<file path="src/hw/rtl/assert_macros.svh">
// ----------------------------------------------------------------------------
// assert_macros.svh
// shared concurrent assertion macros for the roi block qp map rtl
// ----------------------------------------------------------------------------
`ifndef ASSERT_MACROS_SVH
`define ASSERT_MACROS_SVH

// same-cycle implication, checked outside reset
`define RBQM_ASSERT_IMPLY(label, clk, rst, ante, cons) \
   label: assert property (@(posedge clk) disable iff (rst) (ante) |-> (cons)) \
      else $error("assertion failed: same-cycle implication");

// next-cycle implication, checked outside reset
`define RBQM_ASSERT_NEXT(label, clk, rst, ante, cons) \
   label: assert property (@(posedge clk) disable iff (rst) (ante) |=> (cons)) \
      else $error("assertion failed: next-cycle implication");

`endif

</file>
<file path="src/hw/rtl/rbqm_pkg.sv">
// ----------------------------------------------------------------------------
// rbqm_pkg
// types, constants and codes shared by the roi block qp map modules
// ----------------------------------------------------------------------------
package rbqm_pkg;

   // default table depth and map size
   localparam int DEF_MAX_REGIONS = 16;
   localparam int MAX_MAP_BLOCKS  = 1024;
   localparam int MAP_CMP_W       = $clog2(MAX_MAP_BLOCKS + 1) > 10 ?
                                    $clog2(MAX_MAP_BLOCKS + 1) : 10;

   // region entries compared side by side in one scan step
   localparam int LANE_BITS = 4;
   localparam int LANES     = 1 << LANE_BITS;

   // queue depths
   localparam int CMD_DEPTH = 2;
   localparam int RSP_DEPTH = 2;

   // field widths
   localparam int IDX_W   = 4;
   localparam int EDGE_W  = 14;
   localparam int LIMIT_W = 15;
   localparam int DELTA_W = 7;
   localparam int BLK_W   = 10;
   localparam int SIZE_W  = 7;
   localparam int PIX_W   = BLK_W + SIZE_W;
   localparam int QP_W    = 6;
   localparam int COUNT_W = 5;
   localparam int OUT_W   = 8;
   localparam int CSR_W   = 7;

   typedef enum logic {
      OP_WRITE = 1'b0,
      OP_QUERY = 1'b1
   } op_type;

   typedef enum logic [1:0] {
      CSR_BLOCK_WIDTH  = 2'd0,
      CSR_BLOCK_HEIGHT = 2'd1,
      CSR_BASE_QP      = 2'd2,
      CSR_REGION_COUNT = 2'd3
   } csr_index_type;

   typedef enum logic {
      SCAN_IDLE = 1'b0,
      SCAN_BUSY = 1'b1
   } scan_state_type;

   // configuration registers as seen by front and back
   typedef struct packed {
      logic [SIZE_W-1:0]  block_width;
      logic [SIZE_W-1:0]  block_height;
      logic [QP_W-1:0]    base_qp;
      logic [COUNT_W-1:0] region_count;
   } cfg_type;

   // one stored region
   typedef struct packed {
      logic [EDGE_W-1:0]         left;
      logic [EDGE_W-1:0]         top;
      logic [LIMIT_W-1:0]        right;
      logic [LIMIT_W-1:0]        bottom;
      logic signed [DELTA_W-1:0] delta;
   } entry_type;

   // classified item passed from front to back
   typedef struct packed {
      op_type             kind;
      logic [IDX_W-1:0]   region_index;
      entry_type          entry;
      logic [PIX_W-1:0]   px;
      logic [PIX_W-1:0]   py;
   } cmd_type;

   // one result
   typedef struct packed {
      logic signed [OUT_W-1:0] block_qp;
      logic                    region_hit;
   } rsp_type;

endpackage

</file>
<file path="src/hw/rtl/rbqm_fifo.sv">
// ----------------------------------------------------------------------------
// rbqm_fifo
// small register queue with push/full and pop/empty sides
// ----------------------------------------------------------------------------
module rbqm_fifo #(
   parameter int DATA_W = 8,
   parameter int DEPTH  = 2
) (
   input  logic              clock,
   input  logic              reset,
   input  logic              push,
   input  logic [DATA_W-1:0] wr_data,
   output logic              full,
   input  logic              pop,
   output logic [DATA_W-1:0] rd_data,
   output logic              empty
);
   localparam int PW = DEPTH > 1 ? $clog2(DEPTH) : 1;
   localparam int CW = $clog2(DEPTH + 1);

   logic [DATA_W-1:0] mem_ff [DEPTH];
   logic [PW-1:0]     wr_ptr_ff, wr_ptr_in;
   logic [PW-1:0]     rd_ptr_ff, rd_ptr_in;
   logic [CW-1:0]     count_ff, count_in;
   logic              do_push, do_pop;

   assign full    = count_ff == CW'(DEPTH);
   assign empty   = count_ff == '0;
   assign do_push = push && !full;
   assign do_pop  = pop && !empty;
   assign rd_data = mem_ff[rd_ptr_ff];

   // pointer and count update
   always_comb begin
      wr_ptr_in = wr_ptr_ff;
      rd_ptr_in = rd_ptr_ff;
      count_in  = count_ff;
      if (do_push) begin
         wr_ptr_in = (wr_ptr_ff == PW'(DEPTH - 1)) ? '0 : wr_ptr_ff + 1'b1;
      end
      if (do_pop) begin
         rd_ptr_in = (rd_ptr_ff == PW'(DEPTH - 1)) ? '0 : rd_ptr_ff + 1'b1;
      end
      if (do_push && !do_pop) begin
         count_in = count_ff + 1'b1;
      end else if (do_pop && !do_push) begin
         count_in = count_ff - 1'b1;
      end
   end

   always_ff @(posedge clock) begin
      if (reset) begin
         wr_ptr_ff <= '0;
         rd_ptr_ff <= '0;
         count_ff  <= '0;
      end else begin
         wr_ptr_ff <= wr_ptr_in;
         rd_ptr_ff <= rd_ptr_in;
         count_ff  <= count_in;
      end
   end

   // storage
   always_ff @(posedge clock) begin
      if (do_push) begin
         mem_ff[wr_ptr_ff] <= wr_data;
      end
   end

endmodule

</file>
<file path="src/hw/rtl/rbqm_front.sv">
// ----------------------------------------------------------------------------
// rbqm_front
// accepts items, drops off-map queries and turns block indexes into pixels
// ----------------------------------------------------------------------------
module rbqm_front (
   input  logic                                  req_push,
   output logic                                  req_full,
   input  logic                                  req_opcode,
   input  logic [rbqm_pkg::IDX_W-1:0]            req_region_index,
   input  logic [rbqm_pkg::EDGE_W-1:0]           req_rect_left,
   input  logic [rbqm_pkg::EDGE_W-1:0]           req_rect_top,
   input  logic [rbqm_pkg::LIMIT_W-1:0]          req_rect_right,
   input  logic [rbqm_pkg::LIMIT_W-1:0]          req_rect_bottom,
   input  logic signed [rbqm_pkg::DELTA_W-1:0]   req_delta_qp,
   input  logic [rbqm_pkg::BLK_W-1:0]            req_block_col,
   input  logic [rbqm_pkg::BLK_W-1:0]            req_block_row,
   input  rbqm_pkg::cfg_type                     cfg,
   output logic                                  cmd_push,
   output rbqm_pkg::cmd_type                     cmd_data,
   input  logic                                  cmd_full
);
   import rbqm_pkg::*;

   op_type kind;
   logic   in_map;

   assign kind     = op_type'(req_opcode);
   assign in_map   = (MAP_CMP_W'(req_block_col) < MAP_CMP_W'(MAX_MAP_BLOCKS)) &&
                     (MAP_CMP_W'(req_block_row) < MAP_CMP_W'(MAX_MAP_BLOCKS));
   assign req_full = cmd_full;

   // queries outside the map are taken but produce nothing
   assign cmd_push = req_push && !cmd_full && (kind == OP_WRITE || in_map);

   // block origin in pixels, registered in the command queue
   always_comb begin
      cmd_data.kind         = kind;
      cmd_data.region_index = req_region_index;
      cmd_data.entry.left   = req_rect_left;
      cmd_data.entry.top    = req_rect_top;
      cmd_data.entry.right  = req_rect_right;
      cmd_data.entry.bottom = req_rect_bottom;
      cmd_data.entry.delta  = req_delta_qp;
      cmd_data.px           = PIX_W'(req_block_col) * PIX_W'(cfg.block_width);
      cmd_data.py           = PIX_W'(req_block_row) * PIX_W'(cfg.block_height);
   end

endmodule

</file>
<file path="src/hw/rtl/rbqm_back.sv">
// ----------------------------------------------------------------------------
// rbqm_back
// region table and scanner: applies writes, searches regions for queries
// ----------------------------------------------------------------------------
`include "assert_macros.svh"

module rbqm_back #(
   parameter int MAX_REGIONS = rbqm_pkg::DEF_MAX_REGIONS
) (
   input  logic              clock,
   input  logic              reset,
   input  rbqm_pkg::cfg_type cfg,
   input  rbqm_pkg::cmd_type cmd_head,
   input  logic              cmd_empty,
   output logic              cmd_pop,
   output logic              rsp_push,
   output rbqm_pkg::rsp_type rsp_data,
   input  logic              rsp_full
);
   import rbqm_pkg::*;

   localparam int ROWS = (MAX_REGIONS + LANES - 1) / LANES;
   localparam int RW   = ROWS > 1 ? $clog2(ROWS) : 1;
   localparam int IW   = RW + LANE_BITS;
   localparam int NW   = $clog2(MAX_REGIONS + 1) > COUNT_W ?
                         $clog2(MAX_REGIONS + 1) : COUNT_W;
   localparam int CW   = (IW > NW ? IW : NW) + 1;

   scan_state_type       state_ff, state_in;
   logic [RW-1:0]        row_ff, row_in;
   logic [PIX_W-1:0]     px_ff, px_in;
   logic [PIX_W-1:0]     py_ff, py_in;
   logic [RW-1:0]        rd_addr;
   logic                 wr_en;
   logic                 wr_ok;
   logic [IW-1:0]        wr_idx;
   logic [LANE_BITS-1:0] wr_lane;
   logic [RW-1:0]        wr_row;
   logic [NW-1:0]        n_eff;
   logic [NW-1:0]        n_m1;
   logic [RW-1:0]        last_row;
   entry_type            lane_data [LANES];
   logic [LANES-1:0]     lane_match;
   logic                 any_hit;
   logic signed [DELTA_W-1:0] sel_delta;
   logic                 scan_done;
   logic                 pop_query;

   // searched entry count, capped at the table size
   assign n_eff    = (NW'(cfg.region_count) > NW'(MAX_REGIONS)) ?
                     NW'(MAX_REGIONS) : NW'(cfg.region_count);
   assign n_m1     = n_eff - 1'b1;
   assign last_row = (n_eff == '0) ? '0 : RW'(n_m1 >> LANE_BITS);

   // write address split into lane and row
   assign wr_idx  = IW'(cmd_head.region_index);
   assign wr_ok   = CW'(wr_idx) < CW'(MAX_REGIONS);
   assign wr_lane = wr_idx[LANE_BITS-1:0];
   assign wr_row  = wr_idx[IW-1:LANE_BITS];

   // one table memory per lane, registered read
   for (genvar g = 0; g < LANES; g++) begin : g_lane
      entry_type mem_ff [ROWS];
      entry_type rd_data_ff;

      always_ff @(posedge clock) begin
         if (wr_en && wr_lane == LANE_BITS'(g)) begin
            mem_ff[wr_row] <= cmd_head.entry;
         end
         rd_data_ff <= mem_ff[rd_addr];
      end

      assign lane_data[g] = rd_data_ff;
   end

   // containment test per lane for the row just read
   always_comb begin
      for (int k = 0; k < LANES; k++) begin
         lane_match[k] = (CW'({row_ff, LANE_BITS'(k)}) < CW'(n_eff)) &&
                         (px_ff >= PIX_W'(lane_data[k].left)) &&
                         (px_ff <  PIX_W'(lane_data[k].right)) &&
                         (py_ff >= PIX_W'(lane_data[k].top)) &&
                         (py_ff <  PIX_W'(lane_data[k].bottom));
      end
   end

   // lowest matching lane wins
   always_comb begin
      any_hit   = 1'b0;
      sel_delta = '0;
      for (int k = LANES - 1; k >= 0; k--) begin
         if (lane_match[k]) begin
            any_hit   = 1'b1;
            sel_delta = lane_data[k].delta;
         end
      end
   end

   assign scan_done = any_hit || (row_ff == last_row);

   // result word
   always_comb begin
      rsp_data.region_hit = any_hit;
      rsp_data.block_qp   = any_hit ?
                            OUT_W'(cfg.base_qp) + {sel_delta[DELTA_W-1], sel_delta} :
                            OUT_W'(cfg.base_qp);
   end

   // scan sequencer
   always_comb begin
      logic take;
      take     = 1'b0;
      state_in = state_ff;
      row_in   = row_ff;
      px_in    = px_ff;
      py_in    = py_ff;
      rd_addr  = row_ff;
      cmd_pop  = 1'b0;
      wr_en    = 1'b0;
      rsp_push = 1'b0;
      unique case (state_ff)
         SCAN_IDLE: begin
            take = 1'b1;
         end
         SCAN_BUSY: begin
            if (!scan_done) begin
               row_in  = row_ff + 1'b1;
               rd_addr = row_ff + 1'b1;
            end else if (!rsp_full) begin
               rsp_push = 1'b1;
               state_in = SCAN_IDLE;
               take     = 1'b1;
            end
         end
      endcase
      if (take && !cmd_empty) begin
         cmd_pop = 1'b1;
         if (cmd_head.kind == OP_WRITE) begin
            wr_en = wr_ok;
         end else begin
            state_in = SCAN_BUSY;
            row_in   = '0;
            rd_addr  = '0;
            px_in    = cmd_head.px;
            py_in    = cmd_head.py;
         end
      end
   end

   always_ff @(posedge clock) begin
      if (reset) begin
         state_ff <= SCAN_IDLE;
         row_ff   <= '0;
      end else begin
         state_ff <= state_in;
         row_ff   <= row_in;
      end
   end

   // block origin of the query in flight
   always_ff @(posedge clock) begin
      px_ff <= px_in;
      py_ff <= py_in;
   end

   assign pop_query = cmd_pop && cmd_head.kind == OP_QUERY;

   `RBQM_ASSERT_IMPLY(a_pop_needs_item, clock, reset, cmd_pop, !cmd_empty)
   `RBQM_ASSERT_IMPLY(a_row_in_range, clock, reset, state_ff == SCAN_BUSY, row_ff <= last_row)
   `RBQM_ASSERT_IMPLY(a_write_not_mid_scan, clock, reset, wr_en, state_ff == SCAN_IDLE || scan_done)
   `RBQM_ASSERT_NEXT(a_query_starts_scan, clock, reset, pop_query, state_ff == SCAN_BUSY && row_ff == '0)

endmodule

</file>
<file path="src/hw/rtl/roi_block_qp_map.sv">
// ----------------------------------------------------------------------------
// roi_block_qp_map
// region-of-interest qp map: region table writes and per-block qp queries
// ----------------------------------------------------------------------------
// usage
//   req_*: input queue side. an item is taken when req_push is high and
//   req_full is low. opcode write loads one region entry and gives no result;
//   opcode query gives one result on the rsp_* side.
//   rsp_*: result queue side. the oldest result is on the ports while
//   rsp_empty is low and is taken when rsp_pop is high.
//   csr_*: register writes, always ready; write only while the block is idle.
// timing
//   a query result passes the command queue, the registered table read and
//   the result queue on its way to rsp_*. items move at one per cycle while
//   the result queue has room; a query holds the scanner for each row of 16
//   searched entries up to the first hit, at least one (one row by default).
// reset
//   registers return to their defaults, both queues empty, the region table
//   is undefined until written. when the receiver stalls the result queue
//   fills, the scanner holds and req_full rises once the command queue fills.
// ----------------------------------------------------------------------------
module roi_block_qp_map #(
   parameter int MAX_REGIONS = rbqm_pkg::DEF_MAX_REGIONS
) (
   input  logic                                  clock,
   input  logic                                  reset,
   input  logic                                  req_push,
   output logic                                  req_full,
   input  logic                                  req_opcode,
   input  logic [rbqm_pkg::IDX_W-1:0]            req_region_index,
   input  logic [rbqm_pkg::EDGE_W-1:0]           req_rect_left,
   input  logic [rbqm_pkg::EDGE_W-1:0]           req_rect_top,
   input  logic [rbqm_pkg::LIMIT_W-1:0]          req_rect_right,
   input  logic [rbqm_pkg::LIMIT_W-1:0]          req_rect_bottom,
   input  logic signed [rbqm_pkg::DELTA_W-1:0]   req_delta_qp,
   input  logic [rbqm_pkg::BLK_W-1:0]            req_block_col,
   input  logic [rbqm_pkg::BLK_W-1:0]            req_block_row,
   output logic                                  rsp_empty,
   input  logic                                  rsp_pop,
   output logic signed [rbqm_pkg::OUT_W-1:0]     rsp_block_qp,
   output logic                                  rsp_region_hit,
   input  logic                                  csr_valid,
   output logic                                  csr_ready,
   input  logic [1:0]                            csr_index,
   input  logic [rbqm_pkg::CSR_W-1:0]            csr_wdata
);
   import rbqm_pkg::*;

   logic [SIZE_W-1:0]  block_width_ff;
   logic [SIZE_W-1:0]  block_height_ff;
   logic [QP_W-1:0]    base_qp_ff;
   logic [COUNT_W-1:0] region_count_ff;
   cfg_type            cfg;
   logic               cmd_push, cmd_full, cmd_pop, cmd_empty;
   cmd_type            cmd_wr, cmd_head;
   logic               rsp_push, rsp_full;
   rsp_type            rsp_wr, rsp_head;

   // configuration registers
   assign csr_ready = 1'b1;

   always_ff @(posedge clock) begin
      if (reset) begin
         block_width_ff  <= SIZE_W'(16);
         block_height_ff <= SIZE_W'(16);
         base_qp_ff      <= QP_W'(26);
         region_count_ff <= '0;
      end else if (csr_valid && csr_ready) begin
         unique case (csr_index_type'(csr_index))
            CSR_BLOCK_WIDTH:  block_width_ff  <= csr_wdata[SIZE_W-1:0];
            CSR_BLOCK_HEIGHT: block_height_ff <= csr_wdata[SIZE_W-1:0];
            CSR_BASE_QP:      base_qp_ff      <= csr_wdata[QP_W-1:0];
            CSR_REGION_COUNT: region_count_ff <= csr_wdata[COUNT_W-1:0];
         endcase
      end
   end

   always_comb begin
      cfg.block_width  = block_width_ff;
      cfg.block_height = block_height_ff;
      cfg.base_qp      = base_qp_ff;
      cfg.region_count = region_count_ff;
   end

   // front: classify and scale
   rbqm_front u_front (
      .req_push         (req_push),
      .req_full         (req_full),
      .req_opcode       (req_opcode),
      .req_region_index (req_region_index),
      .req_rect_left    (req_rect_left),
      .req_rect_top     (req_rect_top),
      .req_rect_right   (req_rect_right),
      .req_rect_bottom  (req_rect_bottom),
      .req_delta_qp     (req_delta_qp),
      .req_block_col    (req_block_col),
      .req_block_row    (req_block_row),
      .cfg              (cfg),
      .cmd_push         (cmd_push),
      .cmd_data         (cmd_wr),
      .cmd_full         (cmd_full)
   );

   // command queue between front and back
   rbqm_fifo #(
      .DATA_W ($bits(cmd_type)),
      .DEPTH  (CMD_DEPTH)
   ) u_cmd_fifo (
      .clock   (clock),
      .reset   (reset),
      .push    (cmd_push),
      .wr_data (cmd_wr),
      .full    (cmd_full),
      .pop     (cmd_pop),
      .rd_data (cmd_head),
      .empty   (cmd_empty)
   );

   // back: table and scanner
   rbqm_back #(
      .MAX_REGIONS (MAX_REGIONS)
   ) u_back (
      .clock     (clock),
      .reset     (reset),
      .cfg       (cfg),
      .cmd_head  (cmd_head),
      .cmd_empty (cmd_empty),
      .cmd_pop   (cmd_pop),
      .rsp_push  (rsp_push),
      .rsp_data  (rsp_wr),
      .rsp_full  (rsp_full)
   );

   // result queue
   rbqm_fifo #(
      .DATA_W ($bits(rsp_type)),
      .DEPTH  (RSP_DEPTH)
   ) u_rsp_fifo (
      .clock   (clock),
      .reset   (reset),
      .push    (rsp_push),
      .wr_data (rsp_wr),
      .full    (rsp_full),
      .pop     (rsp_pop),
      .rd_data (rsp_head),
      .empty   (rsp_empty)
   );

   assign rsp_block_qp   = rsp_head.block_qp;
   assign rsp_region_hit = rsp_head.region_hit;

endmodule
</file>
<file path="config.mk">
export PLATFORM = sky130hd
export DESIGN_NAME = roi_block_qp_map
export DESIGN_NICKNAME = d
export VERILOG_FILES = /design/src/hw/rtl/rbqm_pkg.sv /design/src/hw/rtl/rbqm_fifo.sv /design/src/hw/rtl/rbqm_front.sv /design/src/hw/rtl/rbqm_back.sv /design/src/hw/rtl/roi_block_qp_map.sv
export VERILOG_INCLUDE_DIRS = /design/src /design/src/hw/rtl
export SDC_FILE = /design/constraint.sdc
export NUM_CORES = 2
export LEC_CHECK = 0
export BUFFER_PORTS_ARGS = -buffer_cell sky130_fd_sc_hd__buf_2
export CAP_MARGIN = 40
export CORE_ASPECT_RATIO = 1.5
export CORE_MARGIN = 1
export CORE_UTILIZATION = 25
export DETAILED_ROUTE_END_ITERATION = 10
export PLACE_DENSITY = 0.45
export RECOVER_POWER = 25
export SLEW_MARGIN = 10
export SYNTH_ARGS = -nofsm -noshare
export SYNTH_HDL_FRONTEND = slang
export SYNTH_SLANG_ARGS = --single-unit
</file>
<file path="constraint.sdc">
create_clock -name clock -period 9.8 [get_ports clock]
set_clock_uncertainty 0.05 [all_clocks]
set_input_delay 0.98 -clock clock [delete_from_list [all_inputs] [get_ports clock]]
set_output_delay 0.98 -clock clock [all_outputs]
set_load 0.005 [all_outputs]
</file>
==> metrics.txt <==
status=complete, no violations; NumNets Final=roughly 8,000; hold slack=222 ps; DIE AREA=368,000 um2; Data arrival, critical path=7520 ps; Worst Path Max Fanout=23; Post-Syn Area=91,400 um2; Antenna Nets Post-Route=0; crit start category=flip-flop; Yosys reg bits=around 2,400; largest net degree at the start of global routing=66; relative slew slack=0.241; Fin Setup TNS=0 ps; Port Buffers=114; hold-fix buffers at CTS=0; die width=~500 um; hold path cells=1; initial antenna violation count=12; Synth Instances=6,610; critical path data required time=10,370 ps; Post-synth EDFFs=1,300; R2R Path Start=u_back.px_ff[3]; clk_lat worst skew=900 ps; max-slew violations=0; Period minus WS final=between 6000 and 7000 ps; detailed-route via count=51,500; Critical R2R Capture=u_rsp_fifo.mem_ff[0][7]; total grt overflow=0; Initial Util=0.252; crit path capture type=flip-flop; CTS clock-pin slew for the worst setup and hold paths=60 ps; IO Pins=116; CTS tree=built; async set or reset register ratio after synthesis=0; Avg Inst Size Synth=around 14 um2; max cap viols=0; P&R area growth vs syn=17.2%; die height=743 um; initial DRC count=2,791; RSZ-0062 raised after global routing=no; CTS resizes=0; share of layout cells above drive strength 1=0.105; WL per Instance=22.2 um; DRT Wirelength=between 200,000 and 300,000 um; DRC Markers=0; clk sink count=2,377; cell row count=approximately 270; CTS Buffer Depth=4; first-pass GRT wire length=380,000 um; RD Place Congestion=0.870; CTS buffer count=226; P_leak=44.3 nW; WHS Endpoint=u_cmd_fifo.mem_ff[1][56]; register area share after synthesis=0.663; Post-CTS Setup Bufs=0; final hold violation count=0; Setup Crit Path Kind=reg -> reg; Post-synth top flop=edfxtp_1; hpwl dp=approximately 180,000 um; R2R depth=22; Std-Cell Core Area=roughly 360,000 um2; net count after synthesis=7,770; worst slew pin tran=1130 ps; drt pass-1 iters=7; vias per inst=4.29; worst min-delay path startpoint=req_rect_right[0]; Max Fclk=144 MHz; root cell of the clock tree=clkbuf_16; peak supply drop=0.175 mV; Worst Hold Class=in -> reg; CTS H-tree lvls=4; final period utilization=0.710; number of global-route vias before repair=about 54,000; Yosys warning count=0; R2R setup slack=2840 ps; Pwr Density=249 nW/um2; GRT Util Overall=0.144; final setup vio count=0; Yosys cell types=88
==> layer usage <==
metal / wire length [um] / track usage / vias to the layer above / part of all wire
met2: 144000 / 0.277 / 866 / 0.54
met4: 9270 / 0.0491 / 10 / 0.035
met3: 7950 / 0.0161 / 419 / 0.030
met5: 69 / 0 / - / 0.00026
li1: - / - / 24300 / -
met1: 105000 / 0.161 / 25900 / 0.39
==> state kept, by name, summed over array words and instances (netlist names), named ones only <==
name	flops
u_back.g_lane.mem_ff	1040
u_back.g_lane.rd_data_ff	1040
u_cmd_fifo.mem_ff	208
u_rsp_fifo.mem_ff	18
u_back.px_ff	17
u_back.py_ff	17
block_height_ff	7
block_width_ff	7
base_qp_ff	6
region_count_ff	5
u_cmd_fifo.count_ff	2
u_rsp_fifo.count_ff	2
u_back.row_ff	1
u_back.state_ff	1
u_cmd_fifo.rd_ptr_ff	1
u_cmd_fifo.wr_ptr_ff	1
u_rsp_fifo.rd_ptr_ff	1
u_rsp_fifo.wr_ptr_ff	1
==> logic make-up after synthesis <==
kind of cell | count (synthesis) | synth area share
muxes | 137 | 0.0165
other | 1 | 0.0000410
and+or+nand+nor | 997 | 0.0553
xor gates and xnor gates | 40 | 0.00391
DFF | 2377 | 0.663
buffers and inverters | 1081 | 0.0446
adders and majority gates | 1056 | 0.151
AOI/OAI and AO/OA | 921 | 0.0659
==> cell usage in the layout, fill, tap and decap left out, types with 62 or more instances in the layout <==
| cell type | instances |
|---|---|
| fa_1 | 79 |
| buf_2 | 76 |
| clkbuf_1 | 87 |
| buf_4 | 113 |
| a211oi_1 | 62 |
| inv_1 | 1017 |
| edfxtp_1 | 1300 |
| clkbuf_16 | 234 |
| nand4_1 | 83 |
| nand2_1 | 278 |
| nand3_1 | 103 |
| o21ai_0 | 164 |
| nor2_1 | 150 |
| nand2b_1 | 69 |
| ha_1 | 977 |
| dfxtp_1 | 1076 |
| a21o_1 | 89 |
| mux2_2 | 112 |
| a21oi_1 | 280 |
==> worst max-delay path, stage by stage, from the launching register on <==
cell       delay [ps]
edfxtp_1          630
buf_4             410
ha_1              270
a2111oi_0         440
o21ai_1           140
a221o_1           450
a2111oi_2         740
nor4_2            120
buf_4             230
or3_1             490
a211oi_1          500
o211ai_1          230
a21oi_1           190
nor2_1             80
ha_1              200
fa_1              410
a21oi_1           190
nor2_1             50
nor2_1            170
o21bai_1           90
a21oi_1           190
nor2_1             50
mux2_1            300
==> where the power goes <==
part / internal (mW) / total, mW / switching (mW) / leakage (nW)
combinational: 1.72 / 5.74 / 4.02 / 19.5
clock: 5.37 / 9.24 / 3.87 / 3.85
sequential: 11.5 / 11.7 / 0.220 / 20.9
==> Yosys cell counts, drive strengths merged, types with 31 or more instances <==
master / count / share of area
mux2: 113 / 0.014
nor2: 154 / 0.0063
nand3: 103 / 0.0056
nor2b: 50 / 0.0034
nand2b: 69 / 0.0047
a211oi: 65 / 0.0053
fa: 79 / 0.017
a21o: 89 / 0.0073
edfxtp: 1300 / 0.43
nor4: 33 / 0.0024
nand2: 278 / 0.011
a21oi: 283 / 0.016
and2: 62 / 0.0042
dfxtp: 1077 / 0.24
inv: 1017 / 0.042
a31oi: 31 / 0.0021
o21ai: 169 / 0.0092
nor3: 80 / 0.0044
nand4: 83 / 0.0057
clkbuf: 55 / 0.0023
a2111oi: 32 / 0.0033
ha: 977 / 0.13
o21a: 38 / 0.0031
==> how the worst max path moves through the flow <==
stage / startpoint / end / slack [ps] / depth (start not counted)
2_1_floorplan: u_back.py_ff[7] / u_back.g_lane[1].mem_ff[0][0] / 980 / 14
3_3_place_gp: u_back.py_ff[0] / u_rsp_fifo.mem_ff[0][7] / 1940 / 24
3_5_place_dp: u_back.py_ff[0] / u_back.g_lane[1].mem_ff[0][55] / 2860 / 20
4_1_cts: u_back.py_ff[0] / u_back.g_lane[1].mem_ff[0][56] / 2810 / 20
5_1_grt: u_back.py_ff[11] / u_back.g_lane[1].mem_ff[0][57] / 2710 / 17
6_report: u_back.px_ff[3] / u_rsp_fifo.mem_ff[0][7] / 2840 / 22
==> area by class of cell <==
type,instances,area [um2]
fill,36700,256000
antenna,11,27.5
clock inverter,99,1230
sequential,2377,60600
inverter,1017,3820
clock buffer,316,6580
tap,4777,5980
timing repair buffer,264,1930
multi-input combinational,3152,27000
==> through the flow <==
stage / power (mW) / utilization / area (um2) / worst slack, ps / instances
6_report: 26.7 / 0.295 / 107000 / 2840 / 12000
3_3_place_gp: 17.7 / 0.272 / 99000 / 1940 / 11600
2_1_floorplan: 14.9 / - / 91400 / 979 / 6610
4_1_cts: 27.2 / 0.295 / 107000 / 2810 / 12000
3_5_place_dp: 17.9 / 0.273 / 99400 / 2860 / 11600
5_1_grt: 28.0 / 0.295 / 107000 / 2710 / 12000
Power figures use the tool's default switching activity.
